`config.mk`:
```
export PLATFORM = sky130hd
export DESIGN_NAME = i2c_eeprom_master_sequencer_flat
export DESIGN_NICKNAME = d
export VERILOG_FILES = /design/src/sv/i2cem_pkg.sv /design/src/sv/i2cem_intf.sv /design/src/sv/i2c_eeprom_master_sequencer.sv /design/src/sv/i2cem_step.sv /design/src/flat_wrapper.sv
export SDC_FILE = /design/constraint.sdc
export NUM_CORES = 1
export LEC_CHECK = 0
export CORE_ASPECT_RATIO = 0.8
export CORE_MARGIN = 3
export CORE_UTILIZATION = 35
export DETAILED_ROUTE_END_ITERATION = 12
export DONT_BUFFER_PORTS = 1
export GPL_TIMING_DRIVEN = 0
export PLACE_DENSITY = 0.49
export SLEW_MARGIN = 10
export SYNTH_ARGS = -nofsm -noshare
export SYNTH_HDL_FRONTEND = slang
export SYNTH_HIERARCHICAL = 1
export SYNTH_SLANG_ARGS = --single-unit
```
`constraint.sdc`:
```
create_clock -name clock -period 8.4 [get_ports clock]
set_input_delay 1.68 -clock clock [delete_from_list [all_inputs] [get_ports clock]]
set_output_delay 1.68 -clock clock [all_outputs]
set_load 0.05 [all_outputs]
```
`src/sv/i2cem_pkg.sv`:
```
// Shared types, codes and reset values for the I2C EEPROM master sequencer.
// No dependencies; the sequencer and step modules import this package.
package i2cem_pkg;

   // Command codes carried by a request transfer
   localparam logic [1:0] OP_TICK  = 2'd0;
   localparam logic [1:0] OP_WRITE = 2'd1;
   localparam logic [1:0] OP_READ  = 2'd2;

   // Configuration register indexes
   localparam logic CSR_DEVICE_ADDRESS = 1'b0;
   localparam logic CSR_RECOVERY_TICKS = 1'b1;

   // Configuration reset values
   localparam logic [6:0]  DEVICE_ADDRESS_RESET = 7'h50;
   localparam logic [15:0] RECOVERY_TICKS_RESET = 16'd10000;

   // Which byte of the transaction is on the wire
   localparam logic [1:0] STG_DEVICE = 2'd0;
   localparam logic [1:0] STG_WORD   = 2'd1;
   localparam logic [1:0] STG_DATA   = 2'd2;

   // Pin phases, one-hot
   typedef enum logic [21:0] {
      PH_IDLE     = 22'b1 << 0,
      PH_WB_LO    = 22'b1 << 1,
      PH_WB_SET   = 22'b1 << 2,
      PH_WB_HI    = 22'b1 << 3,
      PH_ACK_LO   = 22'b1 << 4,
      PH_ACK_REL  = 22'b1 << 5,
      PH_ACK_HI   = 22'b1 << 6,
      PH_ACK_WAIT = 22'b1 << 7,
      PH_RS_LO    = 22'b1 << 8,
      PH_RS_REL   = 22'b1 << 9,
      PH_RS_HI    = 22'b1 << 10,
      PH_RS_SDA0  = 22'b1 << 11,
      PH_RB_LO    = 22'b1 << 12,
      PH_RB_HI    = 22'b1 << 13,
      PH_NK_LO    = 22'b1 << 14,
      PH_NK_REL   = 22'b1 << 15,
      PH_NK_HI    = 22'b1 << 16,
      PH_SP_LO    = 22'b1 << 17,
      PH_SP_SDA0  = 22'b1 << 18,
      PH_SP_HI    = 22'b1 << 19,
      PH_SP_REL   = 22'b1 << 20,
      PH_RECOVER  = 22'b1 << 21
   } phase_type;

   // Sequencer state carried from tick to tick
   typedef struct packed {
      phase_type   phase;
      logic [2:0]  bit_index;
      logic [7:0]  tx_shift;
      logic [7:0]  rx_shift;
      logic        is_read;
      logic [7:0]  word_address;
      logic [7:0]  write_data;
      logic [15:0] recovery_count;
      logic        scl;
      logic        sda;
      logic [1:0]  stage;
   } seq_state_type;

   localparam seq_state_type SEQ_RESET = '{
      phase:          PH_IDLE,
      bit_index:      3'd0,
      tx_shift:       8'd0,
      rx_shift:       8'd0,
      is_read:        1'b0,
      word_address:   8'd0,
      write_data:     8'd0,
      recovery_count: 16'd0,
      scl:            1'b1,
      sda:            1'b1,
      stage:          STG_DEVICE
   };

   // One result transfer
   typedef struct packed {
      logic       scl_level;
      logic       sda_level;
      logic       busy_res;
      logic       read_valid;
      logic [7:0] read_data;
   } rsp_item_type;

   // Configuration values handed to the step logic
   typedef struct packed {
      logic [6:0]  device_address;
      logic [15:0] recovery_ticks;
   } cfg_type;

endpackage

```
`src/sv/i2cem_intf.sv`:
```
// Valid/ready channel interfaces of the I2C EEPROM master sequencer:
// request, result and configuration write. Depends on nothing.
interface i2cem_req_if;
   logic       valid;
   logic       ready;
   logic [1:0] opcode;
   logic [7:0] word_address;
   logic [7:0] write_data;
   logic       sda_in;

   modport source (output valid, output opcode, output word_address, output write_data,
                   output sda_in, input ready);
   modport sink   (input valid, input opcode, input word_address, input write_data,
                   input sda_in, output ready);
endinterface

interface i2cem_rsp_if;
   logic       valid;
   logic       ready;
   logic       scl_level;
   logic       sda_level;
   logic       busy_res;
   logic       read_valid;
   logic [7:0] read_data;

   modport source (output valid, output scl_level, output sda_level, output busy_res,
                   output read_valid, output read_data, input ready);
   modport sink   (input valid, input scl_level, input sda_level, input busy_res,
                   input read_valid, input read_data, output ready);
endinterface

interface i2cem_csr_if;
   logic        valid;
   logic        ready;
   logic        index;
   logic [15:0] wdata;

   modport source (output valid, output index, output wdata, input ready);
   modport sink   (input valid, input index, input wdata, output ready);
endinterface

```
`src/sv/i2c_eeprom_master_sequencer.sv`:
```
// I2C EEPROM master sequencer (byte write and random read), one pin step per
// request transfer, with a two-entry result buffer. Takes one request transfer per clock
// and returns exactly one result transfer for each; the rate is limited only by
// the result channel, and a request is still taken while one result waits in
// the output register, the skid register absorbing it. Depends on i2cem_pkg,
// the channel interfaces and i2cem_step. Configuration writes are taken on
// every clock and must only be issued while the sequencer is idle.
module i2c_eeprom_master_sequencer
   import i2cem_pkg::*;
(
   input  logic        clock,
   input  logic        reset,
   i2cem_req_if.sink   req_ch,
   i2cem_rsp_if.source rsp_ch,
   i2cem_csr_if.sink   csr_ch
);

   cfg_type       cfg_ff;
   seq_state_type state_ff;
   seq_state_type state_in;
   rsp_item_type  step_result;
   rsp_item_type  out_ff;
   rsp_item_type  skid_ff;
   logic          out_valid_ff;
   logic          skid_valid_ff;
   logic          push;
   logic          pop;

   // Configuration registers, always ready
   assign csr_ch.ready = 1'b1;

   always_ff @(posedge clock) begin
      if (reset) begin
         cfg_ff.device_address <= DEVICE_ADDRESS_RESET;
         cfg_ff.recovery_ticks <= RECOVERY_TICKS_RESET;
      end else if (csr_ch.valid) begin
         case (csr_ch.index)
            CSR_DEVICE_ADDRESS: cfg_ff.device_address <= csr_ch.wdata[6:0];
            CSR_RECOVERY_TICKS: cfg_ff.recovery_ticks <= csr_ch.wdata;
            default: ;
         endcase
      end
   end

   // Handshake: accept while the skid register is free
   assign req_ch.ready = !skid_valid_ff;
   assign push         = req_ch.valid && req_ch.ready;
   assign pop          = out_valid_ff && rsp_ch.ready;

   i2cem_step u_step (
      .cur          (state_ff),
      .cfg          (cfg_ff),
      .opcode       (req_ch.opcode),
      .word_address (req_ch.word_address),
      .write_data   (req_ch.write_data),
      .sda_in       (req_ch.sda_in),
      .nxt          (state_in),
      .result       (step_result)
   );

   // Advance the sequencer state on each accepted transfer
   always_ff @(posedge clock) begin
      if (reset) begin
         state_ff <= SEQ_RESET;
      end else if (push) begin
         state_ff <= state_in;
      end
   end

   // Output register plus skid register, order preserved
   always_ff @(posedge clock) begin
      if (reset) begin
         out_valid_ff  <= 1'b0;
         skid_valid_ff <= 1'b0;
      end else if (pop) begin
         if (skid_valid_ff) begin
            out_valid_ff  <= 1'b1;
            skid_valid_ff <= 1'b0;
         end else begin
            out_valid_ff <= push;
         end
      end else if (push) begin
         if (out_valid_ff) begin
            skid_valid_ff <= 1'b1;
         end else begin
            out_valid_ff <= 1'b1;
         end
      end
   end

   always_ff @(posedge clock) begin
      if (pop) begin
         if (skid_valid_ff) begin
            out_ff <= skid_ff;
         end else if (push) begin
            out_ff <= step_result;
         end
      end else if (push) begin
         if (out_valid_ff) begin
            skid_ff <= step_result;
         end else begin
            out_ff <= step_result;
         end
      end
   end

   assign rsp_ch.valid      = out_valid_ff;
   assign rsp_ch.scl_level  = out_ff.scl_level;
   assign rsp_ch.sda_level  = out_ff.sda_level;
   assign rsp_ch.busy_res   = out_ff.busy_res;
   assign rsp_ch.read_valid = out_ff.read_valid;
   assign rsp_ch.read_data  = out_ff.read_data;

   // The skid register only holds data behind a full output register
   a_skid_behind_out: assert property (@(posedge clock) disable iff (reset)
      skid_valid_ff |-> out_valid_ff)
      else $error("skid register valid while output register empty");

   // A stalled result plus a new transfer lands in the skid register
   a_skid_fill: assert property (@(posedge clock) disable iff (reset)
      (push && out_valid_ff && !rsp_ch.ready) |=> skid_valid_ff)
      else $error("result lost on stall");

   // A completed read always leaves the sequencer idle
   a_read_idle: assert property (@(posedge clock) disable iff (reset)
      (out_valid_ff && out_ff.read_valid) |-> !out_ff.busy_res)
      else $error("read completion reported while busy");

   // Every accepted transfer produces a result
   a_push_result: assert property (@(posedge clock) disable iff (reset)
      push |=> out_valid_ff)
      else $error("accepted transfer produced no result");

endmodule

```
`src/sv/i2cem_step.sv`:
```
// Next-state and result logic for one tick of the I2C pin sequencer.
// Purely combinational; uses types and codes from i2cem_pkg.
module i2cem_step
   import i2cem_pkg::*;
(
   input  seq_state_type cur,
   input  cfg_type       cfg,
   input  logic [1:0]    opcode,
   input  logic [7:0]    word_address,
   input  logic [7:0]    write_data,
   input  logic          sda_in,
   output seq_state_type nxt,
   output rsp_item_type  result
);

   logic [15:0] recovery_dec;
   logic        read_done;
   logic [7:0]  read_byte;

   assign recovery_dec = (cur.recovery_count != 16'd0) ? cur.recovery_count - 16'd1
                                                       : cur.recovery_count;

   // Advance the pin phase by one tick
   always_comb begin
      nxt       = cur;
      read_done = 1'b0;
      read_byte = 8'd0;
      case (cur.phase)
         PH_IDLE: begin
            if (opcode == OP_WRITE || opcode == OP_READ) begin
               nxt.is_read      = (opcode == OP_READ);
               nxt.word_address = word_address;
               nxt.write_data   = write_data;
               nxt.stage        = STG_DEVICE;
               nxt.sda          = 1'b0;
               nxt.tx_shift     = {cfg.device_address, 1'b0};
               nxt.bit_index    = 3'd0;
               nxt.phase        = PH_WB_LO;
            end
         end
         PH_WB_LO: begin
            nxt.scl   = 1'b0;
            nxt.phase = PH_WB_SET;
         end
         PH_WB_SET: begin
            nxt.sda   = cur.tx_shift[3'd7 - cur.bit_index];
            nxt.phase = PH_WB_HI;
         end
         PH_WB_HI: begin
            nxt.scl = 1'b1;
            if (cur.bit_index == 3'd7) begin
               nxt.bit_index = 3'd0;
               nxt.phase     = PH_ACK_LO;
            end else begin
               nxt.bit_index = cur.bit_index + 3'd1;
               nxt.phase     = PH_WB_LO;
            end
         end
         PH_ACK_LO: begin
            nxt.scl   = 1'b0;
            nxt.phase = PH_ACK_REL;
         end
         PH_ACK_REL: begin
            nxt.sda   = 1'b1;
            nxt.phase = PH_ACK_HI;
         end
         PH_ACK_HI: begin
            nxt.scl   = 1'b1;
            nxt.phase = PH_ACK_WAIT;
         end
         PH_ACK_WAIT: begin
            // hold SCL high until the slave pulls SDA low
            if (!sda_in) begin
               if (cur.stage == STG_DEVICE) begin
                  nxt.stage     = STG_WORD;
                  nxt.tx_shift  = cur.word_address;
                  nxt.bit_index = 3'd0;
                  nxt.phase     = PH_WB_LO;
               end else if (cur.stage == STG_WORD) begin
                  if (cur.is_read) begin
                     nxt.phase = PH_RS_LO;
                  end else begin
                     nxt.stage     = STG_DATA;
                     nxt.tx_shift  = cur.write_data;
                     nxt.bit_index = 3'd0;
                     nxt.phase     = PH_WB_LO;
                  end
               end else if (cur.is_read) begin
                  nxt.rx_shift  = 8'd0;
                  nxt.bit_index = 3'd0;
                  nxt.phase     = PH_RB_LO;
               end else begin
                  nxt.phase = PH_SP_LO;
               end
            end
         end
         PH_RS_LO: begin
            nxt.scl   = 1'b0;
            nxt.phase = PH_RS_REL;
         end
         PH_RS_REL: begin
            nxt.sda   = 1'b1;
            nxt.phase = PH_RS_HI;
         end
         PH_RS_HI: begin
            nxt.scl   = 1'b1;
            nxt.phase = PH_RS_SDA0;
         end
         PH_RS_SDA0: begin
            // repeated start, then the address with the read bit
            nxt.sda       = 1'b0;
            nxt.stage     = STG_DATA;
            nxt.tx_shift  = {cfg.device_address, 1'b1};
            nxt.bit_index = 3'd0;
            nxt.phase     = PH_WB_LO;
         end
         PH_RB_LO: begin
            nxt.scl   = 1'b0;
            nxt.phase = PH_RB_HI;
         end
         PH_RB_HI: begin
            nxt.scl      = 1'b1;
            nxt.rx_shift = {cur.rx_shift[6:0], sda_in};
            if (cur.bit_index == 3'd7) begin
               nxt.bit_index = 3'd0;
               nxt.phase     = PH_NK_LO;
            end else begin
               nxt.bit_index = cur.bit_index + 3'd1;
               nxt.phase     = PH_RB_LO;
            end
         end
         PH_NK_LO: begin
            nxt.scl   = 1'b0;
            nxt.phase = PH_NK_REL;
         end
         PH_NK_REL: begin
            nxt.sda   = 1'b1;
            nxt.phase = PH_NK_HI;
         end
         PH_NK_HI: begin
            nxt.scl   = 1'b1;
            nxt.phase = PH_SP_LO;
         end
         PH_SP_LO: begin
            nxt.scl   = 1'b0;
            nxt.phase = PH_SP_SDA0;
         end
         PH_SP_SDA0: begin
            nxt.sda   = 1'b0;
            nxt.phase = PH_SP_HI;
         end
         PH_SP_HI: begin
            nxt.scl   = 1'b1;
            nxt.phase = PH_SP_REL;
         end
         PH_SP_REL: begin
            nxt.sda = 1'b1;
            if (cur.is_read) begin
               read_done = 1'b1;
               read_byte = cur.rx_shift;
               nxt.phase = PH_IDLE;
            end else if (cfg.recovery_ticks == 16'd0) begin
               nxt.phase = PH_IDLE;
            end else begin
               nxt.recovery_count = cfg.recovery_ticks;
               nxt.phase          = PH_RECOVER;
            end
         end
         PH_RECOVER: begin
            nxt.recovery_count = recovery_dec;
            if (recovery_dec == 16'd0) begin
               nxt.phase = PH_IDLE;
            end
         end
         default: begin
            nxt.phase = PH_IDLE;
         end
      endcase
   end

   // Pin levels and status after this tick
   assign result.scl_level  = nxt.scl;
   assign result.sda_level  = nxt.sda;
   assign result.busy_res   = (nxt.phase != PH_IDLE);
   assign result.read_valid = read_done;
   assign result.read_data  = read_byte;

endmodule
```
`src/flat_wrapper.sv`:
```
// flat-port wrapper written by rule: the top's interface ports become plain ports
module i2c_eeprom_master_sequencer_flat import i2cem_pkg::*;
  (clock, reset, req_ch_valid, req_ch_opcode, req_ch_word_address, req_ch_write_data, req_ch_sda_in, req_ch_ready, rsp_ch_valid, rsp_ch_scl_level, rsp_ch_sda_level, rsp_ch_busy_res, rsp_ch_read_valid, rsp_ch_read_data, rsp_ch_ready, csr_ch_valid, csr_ch_index, csr_ch_wdata, csr_ch_ready);
  i2cem_req_if req_ch_i ();
  i2cem_rsp_if rsp_ch_i ();
  i2cem_csr_if csr_ch_i ();
  input  logic clock;
  input  logic reset;
  input wire logic [$bits(req_ch_i.valid)-1:0] req_ch_valid;
  input wire logic [$bits(req_ch_i.opcode)-1:0] req_ch_opcode;
  input wire logic [$bits(req_ch_i.word_address)-1:0] req_ch_word_address;
  input wire logic [$bits(req_ch_i.write_data)-1:0] req_ch_write_data;
  input wire logic [$bits(req_ch_i.sda_in)-1:0] req_ch_sda_in;
  output wire logic [$bits(req_ch_i.ready)-1:0] req_ch_ready;
  output wire logic [$bits(rsp_ch_i.valid)-1:0] rsp_ch_valid;
  output wire logic [$bits(rsp_ch_i.scl_level)-1:0] rsp_ch_scl_level;
  output wire logic [$bits(rsp_ch_i.sda_level)-1:0] rsp_ch_sda_level;
  output wire logic [$bits(rsp_ch_i.busy_res)-1:0] rsp_ch_busy_res;
  output wire logic [$bits(rsp_ch_i.read_valid)-1:0] rsp_ch_read_valid;
  output wire logic [$bits(rsp_ch_i.read_data)-1:0] rsp_ch_read_data;
  input wire logic [$bits(rsp_ch_i.ready)-1:0] rsp_ch_ready;
  input wire logic [$bits(csr_ch_i.valid)-1:0] csr_ch_valid;
  input wire logic [$bits(csr_ch_i.index)-1:0] csr_ch_index;
  input wire logic [$bits(csr_ch_i.wdata)-1:0] csr_ch_wdata;
  output wire logic [$bits(csr_ch_i.ready)-1:0] csr_ch_ready;
  assign req_ch_i.valid = req_ch_valid;
  assign req_ch_i.opcode = req_ch_opcode;
  assign req_ch_i.word_address = req_ch_word_address;
  assign req_ch_i.write_data = req_ch_write_data;
  assign req_ch_i.sda_in = req_ch_sda_in;
  assign req_ch_ready = req_ch_i.ready;
  assign rsp_ch_valid = rsp_ch_i.valid;
  assign rsp_ch_scl_level = rsp_ch_i.scl_level;
  assign rsp_ch_sda_level = rsp_ch_i.sda_level;
  assign rsp_ch_busy_res = rsp_ch_i.busy_res;
  assign rsp_ch_read_valid = rsp_ch_i.read_valid;
  assign rsp_ch_read_data = rsp_ch_i.read_data;
  assign rsp_ch_i.ready = rsp_ch_ready;
  assign csr_ch_i.valid = csr_ch_valid;
  assign csr_ch_i.index = csr_ch_index;
  assign csr_ch_i.wdata = csr_ch_wdata;
  assign csr_ch_ready = csr_ch_i.ready;
  i2c_eeprom_master_sequencer u_core (.clock(clock), .reset(reset), .req_ch(req_ch_i), .rsp_ch(rsp_ch_i), .csr_ch(csr_ch_i));
endmodule
```
==> results.json, run 1 <==
{
  "place.gp.congestion": 0.9349,
  "power_density_nw_per_um2": 196.2,
  "synth_flop_cell": "dfxtp_1",
  "layout_commonest_cell": "nand2_1",
  "via_count": 6632,
  "cp_slowest_cell": "or3b_2",
  "timing.fmax_mhz": 265.2,
  "die_y_um": 132.6,
  "fin_crit_ns": 3.771,
  "cts_hold_buf": 0,
  "clkLatencyLatePin_ns": 0.42,
  "syn_area_um2": 7012,
  "cts_setup_buffers": 0,
  "via_per_inst": 5.449,
  "ys_ff_latch": 127,
  "cts_buffer_depth": 2,
  "avgSynthCellArea_um2": 7.572,
  "grt_max_degree": 17,
  "cts_htree_levels": 4,
  "maxCapViolations": 0,
  "path_clk_slew_ns": 0.06,
  "grt.total_usage": 0.2005,
  "min_path_type": "register to register",
  "dp_hpwl_mm": 16.00,
  "die_area_um2": 21780,
  "route.detailed.wl_per_inst_um": 17.49,
  "area_growth_pct": 13.10,
  "antennaDiodeCount": 0,
  "critical_path_class": "register to register",
  "multiInputGateArea_um2": 3861,
  "worstPathCellList": "inv_1, ha_1, or3b_2, nor4_1, mux2_1, a2111oi_0, nand4_1, nor2b_1, o2111a_1, mux2_2",
  "drc": 0,
  "layout-drive-gt1-share": 0.09698,
  "core_um2": 19310,
  "drt-initial-drc-count": 559,
  "rsz0062_at_grt": "no",
  "cp-end-kind": "register",
  "cts_resized": 0,
  "final_area_um2": 7930,
  "status": "finished, final reports clean",
  "num_rows": 45,
  "fin_crit_sh": 0.4489,
  "syn-instance-count": 926,
  "ir_worst_vdd_v": 0.00009520,
  "antenna_found_initial": 1,
  "cts_tree": "done",
  "cts_root_buf": "clkbuf_16",
  "numCtsBuffers": 17,
  "grt_overflow": 0,
  "hold_viol": 0,
  "wl_mm": 21.29,
  "setup_violations": 0,
  "worstMarginPinSlew_ns": 1.002,
  "path_buf_inv": 1,
  "worstPathRequired_ns": 8.56,
  "die_w_um": 164.2,
  "critPathMaxStageDelay_ns": 0.53,
  "final_nets": 991,
  "worst_path_dominant_cell_family": "simple AND/OR/NAND/NOR gates",
  "start_util": 0.3631,
  "portBuffers": 0,
  "ff_latch_area_um2": 2783,
  "synth_area_leader_cell": "dfxtp_1",
  "yosys.area.top_type_share": 0.2941,
  "async_flop_share": 0,
  "power_leakage_uw": 0.002966,
  "synth_area_leaders": "dfxtp_1 29%, nand2_1 16%, edfxtp_1 10%, a21oi_1 7.4%, nor2_1 2.1%",
  "drt_first_pass_iters": 5,
  "synth.distinct_cells": 63,
  "layout_common_cells": "299 x nand2_1, 103 x a21oi_1, 103 x dfxtp_1",
  "worstSetupStartpointType": "register",
  "yosysSeqAreaShare": 0.3969,
  "fin_skew_ns": 0.01194,
  "placed_cell_area_um2": 7347,
  "finalSetupTns_ns": 0,
  "io_pins": 56,
  "grt_first_pass_wirelength_mm": 34.47,
  "drv_slew": 0,
  "n_fill_cell": 2004,
  "crit_fanout": 8,
  "critPathArrivalTime_ns": 3.93,
  "clock_sinks": 127,
  "synth-edff-count": 24,
  "grt_pass1_vias": 6101,
  "synth_warnings": 6,
  "ant_nets": 0,
  "synth_nets": 971,
  "slew_headroom": 0.3293
}
worst reg2reg max path: cells and delay by family, from the launching register on:
| kind | cells | cell delay [ns] |
|---|---|---|
| compound gates | 2 | 0.74 |
| fa+ha+maj | 1 | 0.31 |
| buf+inv | 1 | 0.13 |
| flops | 1 | 0.39 |
| mux | 2 | 0.67 |
| simple gates | 4 | 1.26 |
cell usage after synthesis (all sizes together), types with 8 or more instances:
cell / count
a21oi: 103
a22oi: 10
and3: 12
buf: 31
clkbuf: 29
dfxtp: 103
edfxtp: 24
inv: 17
mux2: 22
nand2: 299
nand2b: 11
nand3: 12
nand3b: 11
nand4: 8
nor2: 41
nor2b: 9
nor3: 18
nor4: 26
o211ai: 9
o21ai: 30
o22ai: 10
or4: 12
report_power, final:
| part | switching, uW | total [uW] | internal (uW) |
|---|---|---|---|
| sequential | 36.5 | 681 | 644 |
| clock | 329 | 728 | 399 |
| combinational | 97.2 | 147 | 49.5 |
routing by layer:
layer  share of wire  global-route usage
met4           0.013             0.05120
met2            0.40              0.2696
met5         0.00070                   0
met3           0.061             0.04757
met1            0.52              0.3154
area by class of cell:
type	count	area share
Tap cell	258	0.04071
Buffer	60	0.03897
Inverter	17	0.008047
Timing Repair Buffer	1	0.0009467
Clock buffer	17	0.05364
Sequential cell	127	0.3509
Clock inverter	15	0.01988
Multi-Input combinational cell	722	0.4869
registers in the layout, summed over array words and instances (netlist names):
register / count
u_core/state_ff: 78
u_core/rsp_ch.sda_level: 1
u_core/skid_valid_ff: 1
u_core/skid_ff: 12
u_core/cfg_ff: 23
u_core/rsp_ch.scl_level: 1
u_core/rsp_ch.valid: 1
u_core/rsp_ch.busy_res: 1
u_core/rsp_ch.read_data: 8
u_core/rsp_ch.read_valid: 1
stage by stage:
| stage | worst slack [ns] | hold WS [ns] | util | cells | power (uW) |
|---|---|---|---|---|---|
| final | 4.629 | 0.4564 | 0.4106 | 1217 | 1556 |
| after global routing | 4.258 | 0.4770 | 0.4106 | 1217 | 1621 |
| after CTS | 4.711 | 0.4575 | 0.4106 | 1217 | 1573 |
| after detailed placement | 4.722 | 0.4484 | 0.3804 | 1185 | 840.9 |
| after global placement | 4.615 | 0.4442 | 0.3798 | 1184 | 840.4 |
| after floorplan | 5.271 | 0.4310 | - | 926 | 795.7 |
cell families (layout without fill, tap and decap cells):
group                    Yosys count  in the layout  synth area share
buffers and inverters             77            110           0.05318
other                              1              1         0.0005348
AO/OA/AOI/OAI                    193            193            0.1627
flip-flops                       127            127            0.3969
multiplexers                      31             31           0.05175
adder cells (fa/ha/maj)            4              4          0.007138
XOR/XNOR                           3              3          0.003748
AND/OR/NAND/NOR                  490            490            0.3241
path summary, 6_finish.rpt:
kind                                    start                               end  slack [ns]  depth (start not counted)
min reg2reg  u_core/state_ff[35]$_SDFFE_PP0P_  u_core/state_ff[35]$_SDFFE_PP0P_        0.46                          2
min          u_core/state_ff[35]$_SDFFE_PP0P_  u_core/state_ff[35]$_SDFFE_PP0P_        0.46                          2
max reg2reg   u_core/state_ff[4]$_SDFFE_PP0P_  u_core/rsp_ch.busy_res$_DFFE_PP_        4.63                         10
max           u_core/state_ff[4]$_SDFFE_PP0P_  u_core/rsp_ch.busy_res$_DFFE_PP_        4.63                         10
Power figures use the tool's default switching activity.
==> inputs of run 2 (changes only) <==
Settings changed: PLACE_DENSITY 0.49 to 0.51.
Clock period 8.4 ns to 3.1 ns, I/O delays scaled along.
==> run 2 against run 1 <==
Against the previous run:
- the run now ends with negative setup slack left
- wire length is 1.7% higher
- global-route usage up 0.24 points
- setup slack lost 4.7 ns
- first-iteration DRC count shrank 2.1%
- register-to-register slack worse by 4.7 ns
- hold slack lost 0.15 ns
- sequential cell count did not move
- non-clock buffer count increased by 9
- combinational power grew to 2.9 times the previous value
- via count grew 0.66%
==> results.json, run 2 (synthesis results as in run 1) <==
{
  "status": "finished, violations left",
  "violations": "negative setup slack",
  "top_register": "u_core/state_ff",
  "cpMostUsedCell": "or4_4",
  "maxCapViolations": 0,
  "timing.fmax_mhz": 312.5,
  "via_per_inst": 5.445,
  "grt_first_pass_wirelength_mm": 34.65,
  "num_rows": 45,
  "rr_startpoint": "u_core/state_ff[7]$_SDFFE_PP0P_",
  "via_count": 6676,
  "crit_fanout": 2,
  "final_nets": 1000,
  "cts_buffer_depth": 2,
  "power_leakage_uw": 0.003085,
  "rsz0062_at_grt": "yes",
  "path_clk_slew_ns": 0.07,
  "top_regs": "u_core/state_ff x78, u_core/cfg_ff x23, u_core/skid_ff x12",
  "cp-end-kind": "register",
  "drv_slew": 0,
  "die_w_um": 164.2,
  "timing.rr.end": "u_core/rsp_ch.busy_res$_DFFE_PP_",
  "largest_reg_flops": 78,
  "critPathMaxStageDelay_ns": 0.55,
  "power_density_nw_per_um2": 520.1,
  "slew_headroom": 0.4356,
  "core_um2": 19310,
  "drt-initial-drc-count": 547,
  "dpl_worst_slack_ns": -0.5577,
  "portBuffers": 0,
  "n_fill_cell": 2007,
  "min_path_type": "primary input to register",
  "timing.final.ws_setup_ns": -0.09992,
  "drt_first_pass_iters": 7,
  "grt_pass1_vias": 6153,
  "rr_worst_depth": 8,
  "fin_crit_sh": 1.032,
  "r2r_slack_ns": -0.1,
  "critPathArrivalTime_ns": 3.37,
  "min_to": "u_core/skid_valid_ff$_SDFFE_PP0P_",
  "crit_path_start": "u_core/state_ff[7]$_SDFFE_PP0P_",
  "cts_tree": "done",
  "finalPower_uw": 4286,
  "path_buf_inv": 0,
  "route.detailed.wl_per_inst_um": 17.67,
  "fin_crit_ns": 3.200,
  "fin_skew_ns": 0.01459,
  "start_util": 0.3631,
  "layout_commonest_cell": "nand2_1",
  "final_area_um2": 8240,
  "placed_cell_area_um2": 7351,
  "clock_sinks": 127,
  "place.gp.congestion": 0.9096,
  "hold_viol": 0,
  "worst_path_dominant_cell_family": "simple AND/OR/NAND/NOR gates",
  "antenna_found_initial": 3,
  "clkLatencyLatePin_ns": 0.43,
  "drc": 0,
  "grt.total_usage": 0.2029,
  "ant_nets": 0,
  "setup_violations": 1,
  "holdPathStages": 1,
  "dp_hpwl_mm": 15.96,
  "cp_slowest_cell": "or4_4",
  "antennaDiodeCount": 0,
  "cts_root_buf": "clkbuf_16",
  "layout-drive-gt1-share": 0.1426,
  "layout_common_cells": "298 x nand2_1, 103 x a21oi_1, 97 x dfxtp_1",
  "cts_htree_levels": 4,
  "die_y_um": 132.6,
  "min-delay-start": "rsp_ch_ready",
  "worstSetupStartpointType": "register",
  "grt_overflow": 0,
  "worstPathCellList": "or4_4, or2_4, or4_4, a2111oi_4, nand4_1, nor2b_4, o2111a_2, mux2_4",
  "grt_max_degree": 17,
  "worstPathRequired_ns": 3.27,
  "ir_worst_vdd_v": 0.0003154,
  "die_area_um2": 21780,
  "critical_path_class": "register to register",
  "wl_mm": 21.66,
  "numCtsBuffers": 17,
  "area_growth_pct": 17.52,
  "io_pins": 56,
  "worstMarginPinSlew_ns": 0.8427
}
[run 2: changes by cell type in the layout (fill, tap and decap cells not counted), moves of 5 or more]
cell / before / now
buf_4: 9 / 19
nor4_1: 22 / 17
dfxtp_1: 103 / 97
nor4_4: 0 / 5
[run 2: worst max-delay path by stage]
stage / to / cells after the start / slack, ns
after floorplan: u_core/rsp_ch.busy_res$_DFFE_PP_ / 10 / 0.06
after global placement: u_core/rsp_ch.busy_res$_DFFE_PP_ / 10 / -0.67
after detailed placement: u_core/rsp_ch.busy_res$_DFFE_PP_ / 8 / -0.56
after CTS: u_core/rsp_ch.busy_res$_DFFE_PP_ / 8 / -0.11
after global routing: u_core/rsp_ch.busy_res$_DFFE_PP_ / 10 / -0.17
final: u_core/rsp_ch.busy_res$_DFFE_PP_ / 8 / -0.1
[run 2: final cells by class]
class	instances	area, um2	share of cell area
buffer	58	302.8	0.03674
clock buffer	18	450.4	0.05466
clock inverter	14	155.1	0.01883
inverter	17	63.81	0.007744
multi-input combinational	722	4056	0.4923
sequential	127	2795	0.3392
tap	258	322.8	0.03917
timing repair buffer	12	93.84	0.01139
[run 2: where the power goes]
part	switching (uW)	total [uW]	internal, uW
logic	272	421	149
clock network	890	2020	1130
registers	99.7	1840	1740
[run 2: what timing repair did]
action / in CTS / in global routing
endpoints found under the setup margin: 56 / 35
hold buffers: 0 / 0
resized for setup: 32 / 22
pin swaps: 7 / 6
setup buffers: 7 / 4
endpoints found under the hold margin: 0 / 0
[run 2: layer usage]
metal  global-route usage  vias up  routed length, um
met3              0.04351       31               1525
li1                     -     3331                  -
met1               0.3170     3098              11030
met4              0.06294        6                356
met2               0.2733      210               8704
met5                    0        -                 41
[run 2: per-stage QoR]
stage | std cells | hold WS [ns] | utilization | TNS [ns]
3_5_place_dp | 1185 | 0.4462 | 0.3806 | -10.36
6_report | 1226 | 0.3111 | 0.4267 | -0.09992
5_1_grt | 1226 | 0.3041 | 0.4267 | -0.2095
2_1_floorplan | 926 | 0.4310 | - | 0
4_1_cts | 1222 | 0.2905 | 0.4202 | -0.1144
3_3_place_gp | 1184 | 0.4444 | 0.3798 | -8.595
==> inputs of run 3 (changes only) <==
Settings changed: CORE_MARGIN 3 to 4, CORE_UTILIZATION 35 to 55, GPL_TIMING_DRIVEN 0 to unset, PLACE_DENSITY 0.51 to 0.73.
==> run 3 against run 2 <==
Against the previous run:
- the flow now finishes without violations
- cell area is 2.9% lower
- critical path depth stayed put
- sequential power hardly changed
- combinational power is 12% lower
- clock-buffer cell count stayed put
- die area is 33% lower
==> results.json, run 3 (synthesis results as in run 1) <==
{
  "worstMarginPinSlew_ns": 0.7746,
  "final_area_um2": 7998,
  "core_um2": 12340,
  "area_growth_pct": 14.06,
  "fin_skew_ns": 0.007642,
  "critical_path_class": "register to register",
  "layout-drive-gt1-share": 0.1303,
  "via_per_inst": 6.165,
  "rsz0062_at_grt": "yes",
  "cts_buffer_depth": 2,
  "clock_sinks": 127,
  "dpl_worst_slack_ns": -0.1137,
  "drt-initial-drc-count": 819,
  "ir_worst_vdd_v": 0.0004055,
  "n_fill_cell": 1080,
  "cts_hold_buf": 0,
  "rr_worst_depth": 8,
  "num_rows": 36,
  "drc": 0,
  "top_regs": "u_core/state_ff x78, u_core/cfg_ff x23, u_core/skid_ff x12",
  "top_layer": "met4",
  "grt_pass1_vias": 6456,
  "top_register": "u_core/state_ff",
  "min_path_type": "primary input to register",
  "start_util": 0.5681,
  "path_clk_slew_ns": 0.06,
  "hold_viol": 0,
  "worstSetupStartpointType": "register",
  "fin_crit_sh": 0.9699,
  "setup_violations": 0,
  "slew_headroom": 0.4812,
  "route.detailed.wl_per_inst_um": 18.11,
  "dp_hpwl_mm": 14.06,
  "die_area_um2": 14630,
  "cts_tree": "done",
  "layout_commonest_cell": "nand2_1",
  "grt_overflow": 0,
  "wl_mm": 20.34,
  "die_w_um": 134.2,
  "drv_slew": 0,
  "place.gp.congestion": 0.9400,
  "drt_first_pass_iters": 5,
  "layout_common_cells": "299 x nand2_1, 103 x a21oi_1, 103 x dfxtp_1",
  "timing.final.ws_setup_ns": 0.09341,
  "portBuffers": 0,
  "cp-end-kind": "register",
  "holdPathStages": 1,
  "holdWs_ns": 0.2690,
  "cts_root_buf": "clkbuf_16",
  "critPathArrivalTime_ns": 3.17,
  "die_y_um": 109.0,
  "io_pins": 56,
  "via_count": 6923,
  "cts_htree_levels": 4,
  "fin_crit_ns": 3.007,
  "clkLatencyLatePin_ns": 0.42,
  "timing.fmax_mhz": 332.6,
  "numCtsBuffers": 17,
  "power_density_nw_per_um2": 515.9,
  "grt_first_pass_wirelength_mm": 32.81,
  "finalCoreUtilization": 0.6480,
  "placed_cell_area_um2": 7342,
  "largest_reg_flops": 78,
  "grt.total_usage": 0.2817,
  "maxCapViolations": 0,
  "final_nets": 984,
  "worstPathRequired_ns": 3.27,
  "wl_met3_mm": 2.090,
  "wl_met1_mm": 9.280,
  "wl_met2_mm": 8.631,
  "crit_fanout": 5,
  "antenna_found_initial": 0,
  "grt_max_degree": 104,
  "ant_nets": 0,
  "status": "finished, final reports clean",
  "power_leakage_uw": 0.003092,
  "antennaDiodeCount": 0
}
==> run 3: cell types whose count changed in the layout (fill, tap and decap cells not counted), moves of 4 or more <==
cell	delta
buf_4	+33
clkbuf_1	-25
buf_2	-18
dfxtp_1	+6
inv_8	-6
buf_6	-4
dfxtp_2	-4
nor4_1	+4
==> run 3: worst max-delay path, cell delays in order (launching register included) <==
cell and delay (ns):
dfxtp_1 0.35, or4_4 0.54, or2_1 0.24, or4_4 0.45, a2111oi_4 0.31, nand4_1 0.16
nor2b_2 0.20, o2111a_1 0.25, mux2_2 0.26
==> run 3: routing by layer <==
metal	global-route usage	vias to the layer above
li1	-	3274
met1	0.4024	3283
met2	0.4161	336
met3	0.08210	30
met4	0.08067	0
met5	0	-
==> run 3: where the power goes <==
group | total [uW] | switching [uW] | internal (uW)
clock | 1920 | 781 | 1140
sequential | 1840 | 92.7 | 1750
combinational | 370 | 236 | 134
==> run 3: final timing paths <==
check	slack, ns	start	end
worst max-delay path	0.09	u_core/state_ff[4]$_SDFFE_PP0P_	u_core/rsp_ch.busy_res$_DFFE_PP_
worst min-delay path	0.27	reset	u_core/cfg_ff[17]$_SDFFE_PP0P_
worst max register to register	0.09	u_core/state_ff[4]$_SDFFE_PP0P_	u_core/rsp_ch.busy_res$_DFFE_PP_
worst min register to register	0.45	u_core/state_ff[28]$_SDFFE_PP0P_	u_core/state_ff[28]$_SDFFE_PP0P_
==> run 3: cell type report <==
| cell class | instances | area, um2 | area share |
|---|---|---|---|
| inverters | 17 | 63.81 | 0.007979 |
| flip-flops and latches | 127 | 2783 | 0.3479 |
| multi-input cells | 722 | 3935 | 0.4920 |
| repair buffers | 54 | 430.4 | 0.05382 |
| clock buffers | 18 | 439.2 | 0.05491 |
| well taps | 171 | 214.0 | 0.02675 |
| clock inverters | 14 | 132.6 | 0.01658 |
==> run 3: metrics by stage <==
step                      setup TNS, ns  total power [uW]  std cells
final                                 0              4126       1123
after floorplan                       0              2154        926
after CTS                             0              4148       1121
after detailed placement        -0.1137              2232       1089
after global placement                0              2218       1089
after global routing          -0.001261              4260       1123
==> run 3: repair_timing <==
action | CTS | global route
pin swaps | 0 | 3
gates resized for setup | 3 | 11
setup endpoints to repair | 1 | 11
setup buffers | 0 | 2
